==> config.mk <==
export PLATFORM = sky130hd
export DESIGN_NAME = chip8_instruction_execute
export DESIGN_NICKNAME = d
export VERILOG_FILES = /design/src/hw/rtl/c8x_pkg.sv /design/src/hw/rtl/c8x_regfile.sv /design/src/hw/rtl/c8x_exec.sv /design/src/hw/rtl/chip8_instruction_execute.sv
export SDC_FILE = /design/constraint.sdc
export NUM_CORES = 1
export LEC_CHECK = 0
export ABC_AREA = 0
export ABC_CLOCK_PERIOD_IN_PS = 9300
export BUFFER_PORTS_ARGS = -buffer_cell sky130_fd_sc_hd__buf_4
export CELL_PAD_IN_SITES_DETAIL_PLACEMENT = 1
export CELL_PAD_IN_SITES_GLOBAL_PLACEMENT = 1
export CORE_AREA = 2 2 302 214
export DETAILED_ROUTE_END_ITERATION = 7
export DIE_AREA = 0 0 304 216
export MAX_ROUTING_LAYER = met4
export PLACE_DENSITY = 0.62
export SLEW_MARGIN = 20
export SYNTH_ARGS = -nofsm -noshare
export SYNTH_HDL_FRONTEND = slang
export SYNTH_SLANG_ARGS = --single-unit
export TNS_END_PERCENT = 20
==> constraint.sdc <==
create_clock -name clk_i -period 9.3 [get_ports clk_i]
set_clock_uncertainty 0.05 [all_clocks]
set_input_delay 0.465 -clock clk_i [delete_from_list [all_inputs] [get_ports clk_i]]
set_output_delay 0.465 -clock clk_i [all_outputs]
set_load 0.05 [all_outputs]
==> src/hw/rtl/c8x_pkg.sv <==
// ----------------------------------------------------------------------------
// c8x_pkg
// Shared types, opcode group codes and stream field offsets for the CHIP-8
// instruction execute block.
// ----------------------------------------------------------------------------
package c8x_pkg;

  localparam int STACK_DEPTH = 16;
  localparam int SLW         = $clog2(STACK_DEPTH + 1);
  localparam int SIW         = $clog2(STACK_DEPTH);
  localparam int NUM_REGS    = 16;

  typedef logic [11:0] addr_t;
  typedef logic [7:0]  byte_t;
  typedef logic [3:0]  ridx_t;

  localparam addr_t START_ADDRESS = 12'd512;
  localparam ridx_t FLAG_REG      = 4'hF;
  localparam ridx_t ZERO_REG      = 4'h0;

  localparam logic [15:0] OP_RET  = 16'h00EE;
  localparam byte_t       KK_SKP  = 8'h9E;
  localparam byte_t       KK_SKNP = 8'hA1;

  // opcode groups (top nibble)
  localparam logic [3:0] GRP_SYS  = 4'h0;
  localparam logic [3:0] GRP_JP   = 4'h1;
  localparam logic [3:0] GRP_CALL = 4'h2;
  localparam logic [3:0] GRP_SE   = 4'h3;
  localparam logic [3:0] GRP_SNE  = 4'h4;
  localparam logic [3:0] GRP_SER  = 4'h5;
  localparam logic [3:0] GRP_LD   = 4'h6;
  localparam logic [3:0] GRP_ADD  = 4'h7;
  localparam logic [3:0] GRP_ALU  = 4'h8;
  localparam logic [3:0] GRP_SNER = 4'h9;
  localparam logic [3:0] GRP_LDI  = 4'hA;
  localparam logic [3:0] GRP_JPV0 = 4'hB;
  localparam logic [3:0] GRP_RND  = 4'hC;
  localparam logic [3:0] GRP_KEY  = 4'hE;

  // 8xyN operations
  localparam logic [3:0] ALU_LD   = 4'h0;
  localparam logic [3:0] ALU_OR   = 4'h1;
  localparam logic [3:0] ALU_AND  = 4'h2;
  localparam logic [3:0] ALU_XOR  = 4'h3;
  localparam logic [3:0] ALU_ADD  = 4'h4;
  localparam logic [3:0] ALU_SUB  = 4'h5;
  localparam logic [3:0] ALU_SHR  = 4'h6;
  localparam logic [3:0] ALU_SUBN = 4'h7;
  localparam logic [3:0] ALU_SHL  = 4'hE;

  // input stream layout
  localparam int IN_W = 40;
  // output stream layout, lowest bit up
  localparam int OUT_W      = 48;
  localparam int O_NPC      = 0;
  localparam int O_RW       = 12;
  localparam int O_RIDX     = 13;
  localparam int O_RVAL     = 17;
  localparam int O_FW       = 25;
  localparam int O_FVAL     = 26;
  localparam int O_IDX      = 27;
  localparam int O_FAULT    = 39;
  localparam int O_UNH      = 40;
  localparam int O_USED     = 41;

  typedef struct packed {
    addr_t next_pc;
    logic  reg_write;
    ridx_t reg_index;
    byte_t reg_value;
    logic  flag_write;
    logic  flag_value;
    addr_t index_value;
    logic  stack_fault;
    logic  unhandled;
  } result_t;

  typedef struct packed {
    logic push;
    logic pop;
  } stack_ctl_t;

  typedef struct packed {
    logic  en;
    ridx_t idx;
    byte_t val;
    logic  fl_en;
    logic  fl_val;
  } wr_port_t;

endpackage

==> src/hw/rtl/c8x_regfile.sv <==
// ----------------------------------------------------------------------------
// c8x_regfile
// V0..VE in a two-read, one-write array with registered reads, write-through
// bypass and per-entry valid bits; VF kept as its own register.
// ----------------------------------------------------------------------------
module c8x_regfile
  import c8x_pkg::*;
(
  input  logic     clk_i,
  input  logic     rst_ni,
  input  logic     rd_en_i,
  input  ridx_t    ra_i,
  input  ridx_t    rb_i,
  input  wr_port_t wr_i,
  output byte_t    va_o,
  output byte_t    vb_o
);

  byte_t               mem_q [NUM_REGS];
  logic [NUM_REGS-1:0] vld_q, vld_d;
  byte_t               vf_q, vf_d;
  byte_t               rda_q, rdb_q;
  ridx_t               ra_q, rb_q;
  logic                mem_we;

  assign mem_we = wr_i.en && (wr_i.idx != FLAG_REG);

  always_comb begin
    vld_d = vld_q;
    if (mem_we) begin
      vld_d[wr_i.idx] = 1'b1;
    end
  end

  // result write wins over the flag when x is VF
  always_comb begin
    vf_d = vf_q;
    if (wr_i.en && (wr_i.idx == FLAG_REG)) begin
      vf_d = wr_i.val;
    end else if (wr_i.fl_en) begin
      vf_d = {7'd0, wr_i.fl_val};
    end
  end

  always_ff @(posedge clk_i or negedge rst_ni) begin
    if (!rst_ni) begin
      vld_q <= '0;
      vf_q  <= '0;
    end else begin
      vld_q <= vld_d;
      vf_q  <= vf_d;
    end
  end

  always_ff @(posedge clk_i) begin
    if (mem_we) begin
      mem_q[wr_i.idx] <= wr_i.val;
    end
  end

  always_ff @(posedge clk_i) begin
    if (rd_en_i) begin
      ra_q <= ra_i;
      rb_q <= rb_i;
      if (mem_we && (wr_i.idx == ra_i)) begin
        rda_q <= wr_i.val;
      end else begin
        rda_q <= vld_q[ra_i] ? mem_q[ra_i] : '0;
      end
      if (mem_we && (wr_i.idx == rb_i)) begin
        rdb_q <= wr_i.val;
      end else begin
        rdb_q <= vld_q[rb_i] ? mem_q[rb_i] : '0;
      end
    end
  end

  assign va_o = (ra_q == FLAG_REG) ? vf_q : rda_q;
  assign vb_o = (rb_q == FLAG_REG) ? vf_q : rdb_q;

endmodule

==> src/hw/rtl/c8x_exec.sv <==
// ----------------------------------------------------------------------------
// c8x_exec
// Decode and execute of one instruction: compares, 8-bit ALU, branch target
// and stack control.
// ----------------------------------------------------------------------------
module c8x_exec
  import c8x_pkg::*;
(
  input  logic [15:0] instr_i,
  input  logic [15:0] key_mask_i,
  input  byte_t       rand_byte_i,
  input  byte_t       vx_i,
  input  byte_t       vy_i,
  input  addr_t       pc_i,
  input  addr_t       index_i,
  input  logic        stack_empty_i,
  input  logic        stack_full_i,
  input  addr_t       stack_top_i,
  output result_t     res_o,
  output stack_ctl_t  ctl_o
);

  logic [3:0] grp, n;
  ridx_t      x;
  byte_t      kk;
  addr_t      nnn, pc2, pc4;
  logic [8:0] sum;
  logic       key_bit;
  result_t    r;
  stack_ctl_t c;

  assign grp     = instr_i[15:12];
  assign x       = instr_i[11:8];
  assign n       = instr_i[3:0];
  assign kk      = instr_i[7:0];
  assign nnn     = instr_i[11:0];
  assign pc2     = pc_i + 12'd2;
  assign pc4     = pc_i + 12'd4;
  assign sum     = {1'b0, vx_i} + {1'b0, vy_i};
  assign key_bit = key_mask_i[vx_i[3:0]];

  always_comb begin
    r             = '0;
    c             = '0;
    r.next_pc     = pc2;
    r.index_value = index_i;
    unique case (grp)
      GRP_SYS: begin
        if (instr_i == OP_RET) begin
          if (stack_empty_i) begin
            r.stack_fault = 1'b1;
            r.next_pc     = pc_i;
          end else begin
            c.pop     = 1'b1;
            r.next_pc = stack_top_i;
          end
        end else begin
          r.unhandled = 1'b1;
        end
      end
      GRP_JP: r.next_pc = nnn;
      GRP_CALL: begin
        if (stack_full_i) begin
          r.stack_fault = 1'b1;
          r.next_pc     = pc_i;
        end else begin
          c.push    = 1'b1;
          r.next_pc = nnn;
        end
      end
      GRP_SE: begin
        if (vx_i == kk) r.next_pc = pc4;
      end
      GRP_SNE: begin
        if (vx_i != kk) r.next_pc = pc4;
      end
      GRP_SER: begin
        if (n != 4'd0) begin
          r.unhandled = 1'b1;
        end else if (vx_i == vy_i) begin
          r.next_pc = pc4;
        end
      end
      GRP_LD: begin
        r.reg_write = 1'b1;
        r.reg_value = kk;
      end
      GRP_ADD: begin
        r.reg_write = 1'b1;
        r.reg_value = vx_i + kk;
      end
      GRP_ALU: begin
        unique case (n)
          ALU_LD: begin
            r.reg_write = 1'b1;
            r.reg_value = vy_i;
          end
          ALU_OR: begin
            r.reg_write = 1'b1;
            r.reg_value = vx_i | vy_i;
          end
          ALU_AND: begin
            r.reg_write = 1'b1;
            r.reg_value = vx_i & vy_i;
          end
          ALU_XOR: begin
            r.reg_write = 1'b1;
            r.reg_value = vx_i ^ vy_i;
          end
          ALU_ADD: begin
            r.reg_write  = 1'b1;
            r.flag_write = 1'b1;
            r.flag_value = sum[8];
            r.reg_value  = sum[7:0];
          end
          ALU_SUB: begin
            r.reg_write  = 1'b1;
            r.flag_write = 1'b1;
            r.flag_value = (vx_i >= vy_i);
            r.reg_value  = vx_i - vy_i;
          end
          ALU_SHR: begin
            r.reg_write  = 1'b1;
            r.flag_write = 1'b1;
            r.flag_value = vx_i[0];
            r.reg_value  = {1'b0, vx_i[7:1]};
          end
          ALU_SUBN: begin
            r.reg_write  = 1'b1;
            r.flag_write = 1'b1;
            r.flag_value = (vy_i >= vx_i);
            r.reg_value  = vy_i - vx_i;
          end
          ALU_SHL: begin
            r.reg_write  = 1'b1;
            r.flag_write = 1'b1;
            r.flag_value = vx_i[7];
            r.reg_value  = {vx_i[6:0], 1'b0};
          end
          default: r.unhandled = 1'b1;
        endcase
      end
      GRP_SNER: begin
        if (n != 4'd0) begin
          r.unhandled = 1'b1;
        end else if (vx_i != vy_i) begin
          r.next_pc = pc4;
        end
      end
      GRP_LDI:  r.index_value = nnn;
      // vy carries V0 for this group
      GRP_JPV0: r.next_pc = nnn + {4'd0, vy_i};
      GRP_RND: begin
        r.reg_write = 1'b1;
        r.reg_value = rand_byte_i & kk;
      end
      GRP_KEY: begin
        if (kk == KK_SKP) begin
          if (key_bit) r.next_pc = pc4;
        end else if (kk == KK_SKNP) begin
          if (!key_bit) r.next_pc = pc4;
        end else begin
          r.unhandled = 1'b1;
        end
      end
      default: r.unhandled = 1'b1;
    endcase
    r.reg_index = r.reg_write ? x : '0;
  end

  assign res_o = r;
  assign ctl_o = c;

endmodule

==> src/hw/rtl/chip8_instruction_execute.sv <==
// ----------------------------------------------------------------------------
// chip8_instruction_execute
// Executes one CHIP-8 instruction per request against V0..VF, PC, I and the
// return stack, and returns the architectural effects of each.
//
//   port    dir  width  contents (low bit up)
//   s_axis  in   40     instruction[15:0] key_mask[31:16] rand_byte[39:32]
//   m_axis  out  48     next_pc, reg_write, reg_index, reg_value, flag_write,
//                       flag_value, index_value, stack_fault, unhandled, pad
//
// One request per cycle unless m_axis stalls; m_axis valid is registered
// (register read at accept, then decode/ALU into the output register).
// Register writes bypass into a request read in the same cycle.
// Reset: PC = 0x200, I = 0, V0..VF = 0, stack empty; no clearing pass.
// A stalled m_axis holds its result and the request behind it in place.
// ----------------------------------------------------------------------------
module chip8_instruction_execute
  import c8x_pkg::*;
(
  input  logic             clk_i,
  input  logic             rst_ni,
  input  logic             s_axis_tvalid,
  output logic             s_axis_tready,
  input  logic [IN_W-1:0]  s_axis_tdata,   // instruction, key_mask, rand_byte
  output logic             m_axis_tvalid,
  input  logic             m_axis_tready,
  output logic [OUT_W-1:0] m_axis_tdata    // next_pc .. unhandled, zero pad
);

  logic             in_vld_q;
  logic [15:0]      instr_q, keys_q;
  byte_t            rnd_q;
  addr_t            pc_q, idx_q;
  logic [SLW-1:0]   lvl_q, lvl_d, lvl_m1, lvl_m2;
  addr_t            stack_q [STACK_DEPTH];
  addr_t            top_q;
  logic             out_vld_q;
  logic [OUT_W-1:0] out_q;

  logic       exec_go, in_go;
  ridx_t      ra, rb;
  byte_t      vx, vy;
  wr_port_t   wr;
  result_t    res;
  stack_ctl_t sctl;
  logic       stk_empty, stk_full;
  addr_t      stk_top;

  assign exec_go       = in_vld_q && (!out_vld_q || m_axis_tready);
  assign s_axis_tready = !in_vld_q || exec_go;
  assign in_go         = s_axis_tvalid && s_axis_tready;

  assign ra = s_axis_tdata[11:8];
  assign rb = (s_axis_tdata[15:12] == GRP_JPV0) ? ZERO_REG : s_axis_tdata[7:4];

  assign wr.en     = exec_go && res.reg_write;
  assign wr.idx    = res.reg_index;
  assign wr.val    = res.reg_value;
  assign wr.fl_en  = exec_go && res.flag_write;
  assign wr.fl_val = res.flag_value;

  c8x_regfile u_regfile (
    .clk_i   (clk_i),
    .rst_ni  (rst_ni),
    .rd_en_i (in_go),
    .ra_i    (ra),
    .rb_i    (rb),
    .wr_i    (wr),
    .va_o    (vx),
    .vb_o    (vy)
  );

  assign lvl_m1    = lvl_q - SLW'(1);
  assign lvl_m2    = lvl_q - SLW'(2);
  assign stk_empty = (lvl_q == '0);
  assign stk_full  = (lvl_q == SLW'(STACK_DEPTH));
  assign stk_top   = top_q;

  c8x_exec u_exec (
    .instr_i       (instr_q),
    .key_mask_i    (keys_q),
    .rand_byte_i   (rnd_q),
    .vx_i          (vx),
    .vy_i          (vy),
    .pc_i          (pc_q),
    .index_i       (idx_q),
    .stack_empty_i (stk_empty),
    .stack_full_i  (stk_full),
    .stack_top_i   (stk_top),
    .res_o         (res),
    .ctl_o         (sctl)
  );

  always_comb begin
    lvl_d = lvl_q;
    if (sctl.push) begin
      lvl_d = lvl_q + SLW'(1);
    end else if (sctl.pop) begin
      lvl_d = lvl_m1;
    end
  end

  always_ff @(posedge clk_i or negedge rst_ni) begin
    if (!rst_ni) begin
      in_vld_q  <= 1'b0;
      out_vld_q <= 1'b0;
      pc_q      <= START_ADDRESS;
      idx_q     <= '0;
      lvl_q     <= '0;
    end else begin
      if (in_go) begin
        in_vld_q <= 1'b1;
      end else if (exec_go) begin
        in_vld_q <= 1'b0;
      end
      if (exec_go) begin
        out_vld_q <= 1'b1;
        pc_q      <= res.next_pc;
        idx_q     <= res.index_value;
        lvl_q     <= lvl_d;
      end else if (m_axis_tready) begin
        out_vld_q <= 1'b0;
      end
    end
  end

  always_ff @(posedge clk_i) begin
    if (in_go) begin
      instr_q <= s_axis_tdata[15:0];
      keys_q  <= s_axis_tdata[31:16];
      rnd_q   <= s_axis_tdata[39:32];
    end
  end

  // top of stack kept in its own register; a pop refills it from below
  always_ff @(posedge clk_i) begin
    if (exec_go && sctl.push) begin
      stack_q[lvl_q[SIW-1:0]] <= pc_q + 12'd2;
      top_q                   <= pc_q + 12'd2;
    end else if (exec_go && sctl.pop) begin
      top_q <= stack_q[lvl_m2[SIW-1:0]];
    end
  end

  always_ff @(posedge clk_i) begin
    if (exec_go) begin
      out_q <= {(OUT_W-O_USED)'(0), res.unhandled, res.stack_fault, res.index_value,
                res.flag_value, res.flag_write, res.reg_value, res.reg_index,
                res.reg_write, res.next_pc};
    end
  end

  assign m_axis_tvalid = out_vld_q;
  assign m_axis_tdata  = out_q;

endmodule

Word-level counts from Yosys, hierarchy flattened
Memories as Yosys holds them, arrays and structs flattened.
Index checks and enable logic that the tools add are counted.
Widths: inputs -> output; s select.
{"block": "classes", "magnitude_cmp": 7, "n_addsub": 10, "eq_ne": 36, "n_reduce_logical": 29, "mux": 66, "n_bitwise": 5}
{"op": "$mux 12", "count": 16}
{"op": "$pmux 12 s9", "count": 1}
{"op": "$pmux 8 s9", "count": 1}
{"op": "$mux 8", "count": 8}
{"op": "$eq 4x4->1 const B", "count": 11}
{"op": "$eq 4x3->1 const B", "count": 8}
{"op": "$pmux 8 s4", "count": 1}
{"op": "$mux 1", "count": 26}
{"op": "$lt 4x5->1 const B", "count": 4}
{"op": "$reduce_or 9->1", "count": 2}
{"op": "$and 8x8->8", "count": 2}
{"op": "$eq 16x8->1 const B", "count": 1}
{"op": "$eq 4x2->1 const B", "count": 4}
{"op": "$eq 8x8->1", "count": 2}
{"op": "$eq 8x8->1 const B", "count": 2}
{"op": "$ge 8x8->1", "count": 2}
{"op": "$ne 8x8->1", "count": 2}
{"op": "$or 16x16->16", "count": 1}
{"op": "$sub 8x8->8", "count": 2}
{"op": "$add 12x2->12 const B", "count": 1}
{"op": "$add 12x3->12 const B", "count": 1}
{"op": "$add 12x8->12", "count": 1}
{"op": "$bmux 1 s4", "count": 3}
{"op": "$logic_and 1x1->1", "count": 11}
{"op": "28 further kinds", "count": 40}
{"block": "word_totals", "mem_count": 2, "wordCells": 171, "mem_bits_rw": 320, "inputBits": 44, "register_bits": 172, "output_inout_bits": 50}
{"name": "stack_q", "words": 16, "width": 12, "read_ports": 1, "rd_clocked_by_memory_dff": 0, "wr": 1, "line": "chip8_instruction_execute.sv:35", "text": "addr_t stack_q [STACK_DEPTH];"}
{"name": "u_regfile.mem_q", "words": 16, "width": 8, "read_ports": 2, "rd_clocked_by_memory_dff": 0, "wr": 1, "line": "c8x_regfile.sv:19", "text": "byte_t mem_q [NUM_REGS];"}

Logic depth before layout (Yosys ltp)
Gate-level depths: netlist of the first run.
{"block": "logic_depth", "word_depth": 10, "mapped_depth": 16, "mapped_depth_nobuf": 15}

By module
From an unflattened synthesis of the first run, not the netlist that was laid out.
{"block": "hier_totals", "cells_unflattened": 1745, "hier_area_um2": 25126.6}
{"module": "chip8_instruction_execute", "instances": 1, "cells_each": 619, "seq_area_each_um2": 9335.2, "area_per_inst_um2": 12101.6}
{"module": "c8x_regfile", "instances": 1, "cells_each": 474, "seq_area_each_um2": 5165.0, "area_per_inst_um2": 8580.7}
{"module": "c8x_exec", "instances": 1, "cells_each": 652, "seq_area_each_um2": 0.0, "area_per_inst_um2": 4444.3}

Least setup slack after synthesis of the first run
OpenSTA, ideal clock, no wires.
{"block": "synth_path", "path_kind": "reg2reg", "start": "reg instr_q[11]", "end": "reg out_q[6] (netlist: m_axis_tdata[6]) (data pin)", "t_arrival_ns": 3.703, "path_slack_ns": 5.293, "path_stages_with_launch": 16, "path_buffers": 2, "cell_sequence": "edfxtp_1 > nand4_2 > buf_6 > mux2i_1 > inv_1 > ha_1 > clkbuf_1 > or4b_1 > o2111ai_1 > nand3_1 > mux2i_2 > nor2_1 > or3_1 > nand3b_1 > a21oi_1 > o21ba_1"}
{"item": "start: declaration", "line": "chip8_instruction_execute.sv:31", "text": "logic [15:0] instr_q, keys_q;"}
{"item": "start signal: assignment", "line": "chip8_instruction_execute.sv:129", "text": "instr_q <= s_axis_tdata[15:0];"}
{"item": "end signal: assignment", "line": "chip8_instruction_execute.sv:147", "text": "out_q <= {(OUT_W-O_USED)'(0), res.unhandled, res.stack_fault, res.index_value,"}
{"item": "end: declaration", "line": "chip8_instruction_execute.sv:38", "text": "logic [OUT_W-1:0] out_q;"}

==> results of run 1 <==
## cell families after synthesis
group / Yosys count / synth area share, %
muxes: 239 / 14.9
xor gates and xnor gates: 46 / 1.62
AOI/OAI and AO/OA: 364 / 9.99
DFF: 488 / 57.7
adders and majority gates: 59 / 3.14
buffers and inverters: 181 / 2.94
and+or+nand+nor: 506 / 9.73
other: 1 / 0.0150
## state kept, by name, summed over array words and instances (netlist names)
name,flops
idx_q,12
in_vld_q,1
instr_q,16
keys_q,16
lvl_q,5
m_axis_tdata,41
m_axis_tvalid,1
pc_q,12
rnd_q,8
stack_q,192
stk_top,12
u_regfile.mem_q,128
u_regfile.rb_q,4
u_regfile.rda_q,8
u_regfile.rdb_q,8
u_regfile.vf_q,8
u_regfile.vld_q,16
## final cells by class
type / instances / area, um^2 / share of cell area (%)
timing repair buffer: 170 / 1360 / 4.75
inverter: 64 / 241 / 0.840
clock buffer: 60 / 1350 / 4.70
clock inverter: 36 / 379 / 1.32
multi-input combinational: 1229 / 9980 / 34.7
sequential: 488 / 14400 / 50.1
tap: 829 / 1040 / 3.61
## routing by layer
metal | vias up | track usage, % | wire length, um
met3 | 85 | 4.22 | 5560
met1 | 9022 | 37.8 | 38900
li1 | 7518 | - | -
met5 | - | - | 0
met2 | 571 | 34.9 | 33700
met4 | 0 | 4.81 | 1300
## metrics by stage
stage	instance area, um^2	power [uW]	cells	hold WS (ns)	util, %
4_1_cts	28700	6710	2876	0.0941	45.8
2_1_floorplan	25000	3970	1898	0.119	-
6_report	28700	6660	2876	0.113	45.8
5_1_grt	28700	6950	2876	0.113	45.8
3_5_place_dp	26700	4570	2745	0.343	42.5
3_3_place_gp	26700	4550	2745	0.333	42.5
## placed cells by master, fill, tap and decap left out, types with 17 or more instances in the layout
master	synthesis	final
nand3_1	36	36
nor2_1	129	119
ha_1	53	53
xnor2_1	26	24
buf_4	7	135
a21oi_1	90	90
edfxtp_1	433	433
mux4_2	101	101
nor2b_1	21	21
xor2_1	20	19
or2_2	17	17
nand2_1	168	168
clkbuf_16	0	51
nor3_1	36	32
mux2_2	39	39
a211oi_1	18	18
o21ai_0	65	65
inv_1	59	59
a221oi_1	19	19
a221o_1	17	17
mux2i_1	95	95
dfrtp_1	54	52
dlygate4sd3_1	0	35
## report_power, final
| part | internal [uW] | total [uW] | switching (uW) |
|---|---|---|---|
| Clock | 1190 | 2110 | 918 |
| Sequential | 2650 | 2830 | 173 |
| Combinational | 686 | 1730 | 1040 |
| Total | 4530 | 6660 | 2130 |
## worst max-delay path by stage
stage / to / slack [ns] / startpoint
after floorplan: m_axis_tdata[6] / 5.29 / instr_q[11]
after global placement: m_axis_tdata[1] / 4.07 / instr_q[8]
after detailed placement: m_axis_tdata[1] / 3.86 / instr_q[8]
after CTS: m_axis_tdata[6] / 3.85 / instr_q[11]
after global routing: m_axis_tdata[1] / 3.39 / instr_q[11]
final: u_regfile.mem_q[5][7] / 3.81 / instr_q[11]
## critical path, delay by kind of cell, from the launching register on
family | cells | cell delay, ns
adder cells (fa/ha/maj) | 1 | 0.42
AO/OA/AOI/OAI | 6 | 2.02
flip-flops | 1 | 0.68
multiplexers | 1 | 0.55
AND/OR/NAND/NOR | 2 | 0.68
buffers and inverters | 2 | 0.66
==> results, run 1 <==
- The critical-path maximum fanout is 17.
- The highest ir drop seen on vdd is 0.145 mV.
- The post-layout minimum cycle time is 5.49 ns.
- The power density over the cells is 232 nW/um^2.
- Setup violations remaining at the end of the flow were counted as 0.
- Summing the sequential cell areas from Yosys gives 57.7% of the chip area.
- The gate count after technology mapping is 1884.
- The clock network latency to the later pin of the worst-skew pair is 0.63 ns.
- The most frequent cell on the critical path is inv_1.
- Timing would allow up to 0.182 GHz.
- The run finished with clean final reports.
- The number of cells traversed by the worst hold path is 3.
- The type of the setup path with the least slack is register to register.
- The clock-pin transition on the worst setup and hold timing paths is 0.07 ns.
- The via count of the first global-routing pass is 17700.
- The horizontal die dimension is 304 um.
- The number of DRC markers in iteration 0 is 1776.
- The max-capacitance violation count is 0.
- The final number of max-transition violations was 0.
- The number of antenna violations at the first check in global routing is 3.
- The worst hold path begins at m_axis_tready.
- After clock tree synthesis, the repair step resized 0 gates.
- The HPWL after detailed placement is 53600 um.
- TritonCTS built the clock tree.
- Setup repair after global routing left no endpoint under its margin.
- The depth of the CTS H-tree is 2.
- The startpoint type of the worst setup path is a register.
- The overall overflow remaining after global route is 0.
- The starting utilization of the core area is 39.8%.
- The largest area contributor in the netlist is edfxtp_1.
- The overall track demand over capacity in global routing is 24.8%.
- In the synthesized netlist the async set-or-reset flop fraction comes to 11.3%.
- A synthesized cell averages 13.2 um^2.
- The synthesized design contains 433 enable-type register cells.
- The cell with the largest stage delay on the worst path is a211oi_1.
- For this run, the leading register cell type out of synthesis is edfxtp_1.
- In this run, CTS created clock tree buffers numbering 51.
- The normalized max-slew margin is 28.0%.
- The number of top-level pins is 94.
- The detailed-route via count is 17200.
- Sorting the synthesized cells by area gives the leading types as edfxtp_1, mux4_2, dfrtp_1, mux2i_1, ha_1.
- The number of antenna repair diodes is 0.
- The area of the mapped netlist is 24900 um^2.
- The sum of negative setup slack is 0 ns.
- For this run, the detailed router's first-pass iteration total came to 5.
- The number of hold-repair buffers added at the cts stage is 35.
- The arrival time of data at the critical path endpoint is 5.67 ns.
- At the placement stage, the worst setup path has a slack of 3.86 ns.
- The worst register-to-register path has a depth of 12.
- The die covers 65700 um^2.
- At the worst endpoint, the required time is 9.48 ns.
- The worst path uses 59.0% of the clock period.
- The floorplan has 77 rows.
- In the final routed layout, each cell accounts on average for 27.6 um.
- The minimum setup slack in the final design is 3.81 ns.
- The signal on the critical path passes through nand4_2, mux2_4, ha_1, inv_1, o21bai_1, a21o_1, a2111oi_0, nor3_1, a311oi_1, a31oi_1, a211oi_1, inv_1.
- The synthesis warning total is 0.
- Of the post-synthesis cell area, the dominant cell type holds 52.1%.
- The final wirelength is 79500 um.
- From bottom edge to top edge, the die measures 216 um.
- In the post-synthesis netlist, the cell with the most instances is edfxtp_1.
- For hold timing, the worst endpoint is m_axis_tvalid.
- The number of different library cells in the post-synthesis netlist is 87.
- The first global-routing pass estimated 119000 um of wire.
- The reg2reg setup slack is 3.81 ns.
- In this run the static leakage power is 0.0105 uW.
- The global placement routability congestion is 0.914.
- The net count of the finished layout is 2107.
- The worst hold path belongs to the class input port to register.
- The synthesized design contains 488 register bits.
- The endpoint identified for the worst register-to-register timing path is u_regfile.mem_q[5][7].
- The count of final hold-check violations was 0.
- The count of antenna-violating nets left after detailed routing is 0.
- The slew at the pin with the worst max-slew slack is 1.08 ns.
- After clock tree synthesis, the setup repair step added 0 buffers.
- Counting along the longest clock path gives a buffer depth of 3.
- Counting instances in the post-synthesis netlist gives the leading cell types as edfxtp_1, nand2_1, nor2_1, mux4_2, mux2i_1.
- From synthesis to final layout, the design area changed by 15.2%.
- The floorplan step defined a core boundary enclosing 62700 um^2.
- The share of final-layout standard cells stronger than drive strength 1 is 20.4%.
- The largest single stage delay on the critical path is 0.78 ns.
- Dividing the detail-routed via count by the number of cells gives 5.98.
- The sort of element at the end of the critical path is a register.
- The root buffer cell chosen for the clock tree is clkbuf_16.
- The filler cells instantiated in the layout total 6358.
- The tree built by TritonCTS fans out to 488 sinks.
- The post-detailed-route DRC marker count is 0.
- Entering global routing, the biggest net connects 65 pins.
- In this run the critical register-to-register path is launched from instr_q[11].
- The number of buffers added on ports is 86.
Power figures use the tool's default switching activity.
==> run 2, diff against run 1 <==
- ABC_CLOCK_PERIOD_IN_PS: 9300 -> 5100
- clock period: 9.3 -> 5.1 ns (I/O delays scaled with it)
==> run 2 against run 1 <==
  * Sequential share of layout area fell by 0.84 points
  * Count of clock-buffer cells in the layout rose by 4
  * First-iteration DRC count rose by 3.5%
  * Maximum frequency rose by 13%
  * Combinational power rose by 90%
  * Largest cell class unchanged
  * Via count rose by 1.6%
  * Cell area rose by 1.7%
  * Core utilization rose by 0.78 points
  * Setup slack got worse by 3.6 ns
  * Routed wire length rose by 2.7%
==> results, run 2 (synthesis gave the netlist of run 1 again) <==
- The flow ran to the end, and the final reports show no timing, DRC or antenna violations.
- STA classifies the critical path endpoint as a register.
- The number of DRC markers in iteration 0 is 1839.
- The sum of negative setup slack is 0 ns.
- The tree built by TritonCTS fans out to 488 sinks.
- Of all nets on the critical path, the largest fanout is 8.
- The number of rows created at floorplan is 77.
- The number of antenna violations at the first check in global routing is 3.
- Dividing total power by cell area gives a power density of 427 nW/um^2.
- Setup repair after global routing left no endpoint under its margin.
- Once the floorplan was initialized, standard cells occupied 39.8% of the core.
- The total core area is 62700 um^2.
- The total overflow left after global routing is 0.
- After clock tree synthesis, the clock-pin slew on the worst setup and hold paths is 0.07 ns.
- 94 I/O pins were placed.
- The full die area is 65700 um^2.
- The detailed-route via count is 17500.
- After detailed routing, the average wire length per cell comes to 27.9 um.
- The type of the setup path with the least slack is register to register.
- The startpoint of the lowest-slack register-to-register path is u_regfile.rb_q[2].
- The net count of the finished layout is 2160.
- The share of final-layout standard cells stronger than drive strength 1 is 21.4%.
- The count of final hold-check violations was 0.
- The cell sitting at the root of the clock tree is a clkbuf_16.
- The number of placed instances, taps included, is 2795.
- The final standard cell count with taps included and fillers excluded is 2928.
- Counting the buffers created by CTS gives 51.
- The destination of the worst register-to-register timing path is m_axis_tdata[1].
- The post-detailed-route via-to-cell ratio is 5.97.
- The floorplan step set the die width to 304 um.
- STA classifies the critical path startpoint as a register.
- In the global route stage, met1 resource usage came out at 38.2%.
- The clock tree from TritonCTS is yes.
- The met2 usage is 35.1%.
- The worst-case IR drop observed on VDD is 0.287 mV.
- The first TritonRoute pass finished after 5 iterations.
- The floorplan step set the die height to 216 um.
- Counting cells, the worst reg-to-reg path comes to 14.
- The largest single stage delay on the critical path is 0.63 ns.
- The register with the most flip-flops in the layout has 192 of them.
- The setup-violating endpoint count in the final report is 0.
- The leading cell type in the layout, fill and taps excluded is edfxtp_1.
- The post-layout minimum cycle time is 4.85 ns.
- Across the run, the number of max-cap violations was 0.
- The core occupancy in the finished layout is 46.6%.
- The reg2reg setup slack is 0.25 ns.
- The met3 global-route usage is 6.10%.
- The clock network latency to the later pin of the worst-skew pair is 0.63 ns.
- At the pin with the least slew margin, the transition time is 1.10 ns.
- The signal on the critical path passes through nand4_1, buf_4, mux2i_1, inv_1, ha_1, or4_1, o2111ai_1, nand3_1, mux2i_4, a21oi_1, a2111oi_2, a31oi_1, nor2_1, a21oi_1.
- Compared with the post-synthesis result, the final layout area differs by 17.2%.
- The layer with the highest usage is met1.
- The cell with the largest stage delay on the worst path is mux2i_1.
- The depth of the CTS H-tree is 2.
- The number of cells traversed by the worst hold path is 1.
- Leaving out fill and tap cells, the most frequent cells in the layout are edfxtp_1, buf_4, nand2_1, nor2_1, mux4_2.
- The wire-length estimate of the detail-placed layout is 56400 um.
- The count of antenna-violating nets left after detailed routing is 0.
- The number of buffers added on ports is 86.
- The arrival time of data at the critical path endpoint is 5.14 ns.
- The data required time at the worst endpoint is 5.39 ns.
- The analysis attributes to cell leakage a power of 0.0109 uW.
- The overall track demand over capacity in global routing is 25.5%.
- The worst hold path class is input port to register.
- The largest net degree at the start of global routing is 61.
- The most frequent cell on the critical path is a21oi_1.
- Counting along the longest clock path gives a buffer depth of 3.
- For hold timing, the worst endpoint is instr_q[6].
- Measured against its own limit, the worst slew margin works out to 26.4%.
- The first global-routing pass estimated 121000 um of wire.
- The startpoint of the worst hold path is s_axis_tdata[6].
- The post-detailed-route DRC marker count is 0.
- The fraction of the cycle the final worst path needs is 95.1%.
- Timing would allow up to 0.206 GHz.
- The final wirelength is 81600 um.
- The via count of the first global-routing pass was 17800.
- The global placement routability congestion is 0.922.
- The final number of max-transition violations came to 0.
-- run 2: worst max path at each step --
stage                             end  slack [ns]  depth (start not counted)               from
2_1_floorplan         m_axis_tdata[6]        1.09                         15        instr_q[11]
3_3_place_gp   u_regfile.mem_q[15][6]        0.20                         13         instr_q[8]
3_5_place_dp   u_regfile.mem_q[14][6]        0.06                         13         instr_q[8]
4_1_cts         u_regfile.mem_q[7][6]        0.05                         13         instr_q[8]
5_1_grt               m_axis_tdata[8]        0.02                         14         instr_q[8]
6_report              m_axis_tdata[1]        0.25                         14  u_regfile.rb_q[2]
-- run 2: area by class of cell --
class                   instances  area (um^2)
inverters                      64          241
repair buffers                223         1770
clock inverters                30          452
well taps                     829         1040
multi-input cells            1229         9970
flip-flops and latches        488        14400
clock buffers                  64         1370
fillers                      6349        33500
diodes                          1         2.50
-- run 2: worst max-delay path: cells and delay by family, from the launching register on --
kind / cells / cell delay (ns)
AND/OR/NAND/NOR: 4 / 0.99
adder cells (fa/ha/maj): 1 / 0.46
flip-flops: 1 / 0.36
buffers and inverters: 2 / 0.45
AO/OA/AOI/OAI: 5 / 1.28
multiplexers: 2 / 0.97
-- run 2: stage by stage --
| stage | power [uW] | instance area, um^2 | worst slack [ns] | hold WS, ns |
|---|---|---|---|---|
| finish | 12500 | 29200 | 0.252 | 0.0539 |
| global route | 13000 | 29200 | 0.0193 | 0.0267 |
| CTS | 12500 | 29200 | 0.0451 | 0.00831 |
| floorplan | 7240 | 25000 | 1.09 | -0.0906 |
| global placement | 8340 | 27000 | 0.203 | 0.339 |
| detailed placement | 8410 | 27000 | 0.0589 | 0.345 |
-- run 2: routing by layer --
layer / part of all wire, % / wire, um / vias to the layer above
li1: - / - / 7615
met1: 48 / 39300 / 9089
met2: 42 / 34300 / 677
met3: 8.3 / 6810 / 91
met4: 1.6 / 1310 / 0
met5: 0 / 0 / -
-- run 2: power breakdown --
group          total, uW  internal, uW  switching [uW]
clock network       4090          2460            1640
registers           5090          4840             257
logic               3290          1290            2000
-- run 2: timing repair --
item                                    4_1_cts  5_1_grt
endpoints found under the setup margin        0       47
hold endpoints to repair                     90        0
setup buffers                                 0        0
resized for setup                             0        8
hold buffers                                 38        0
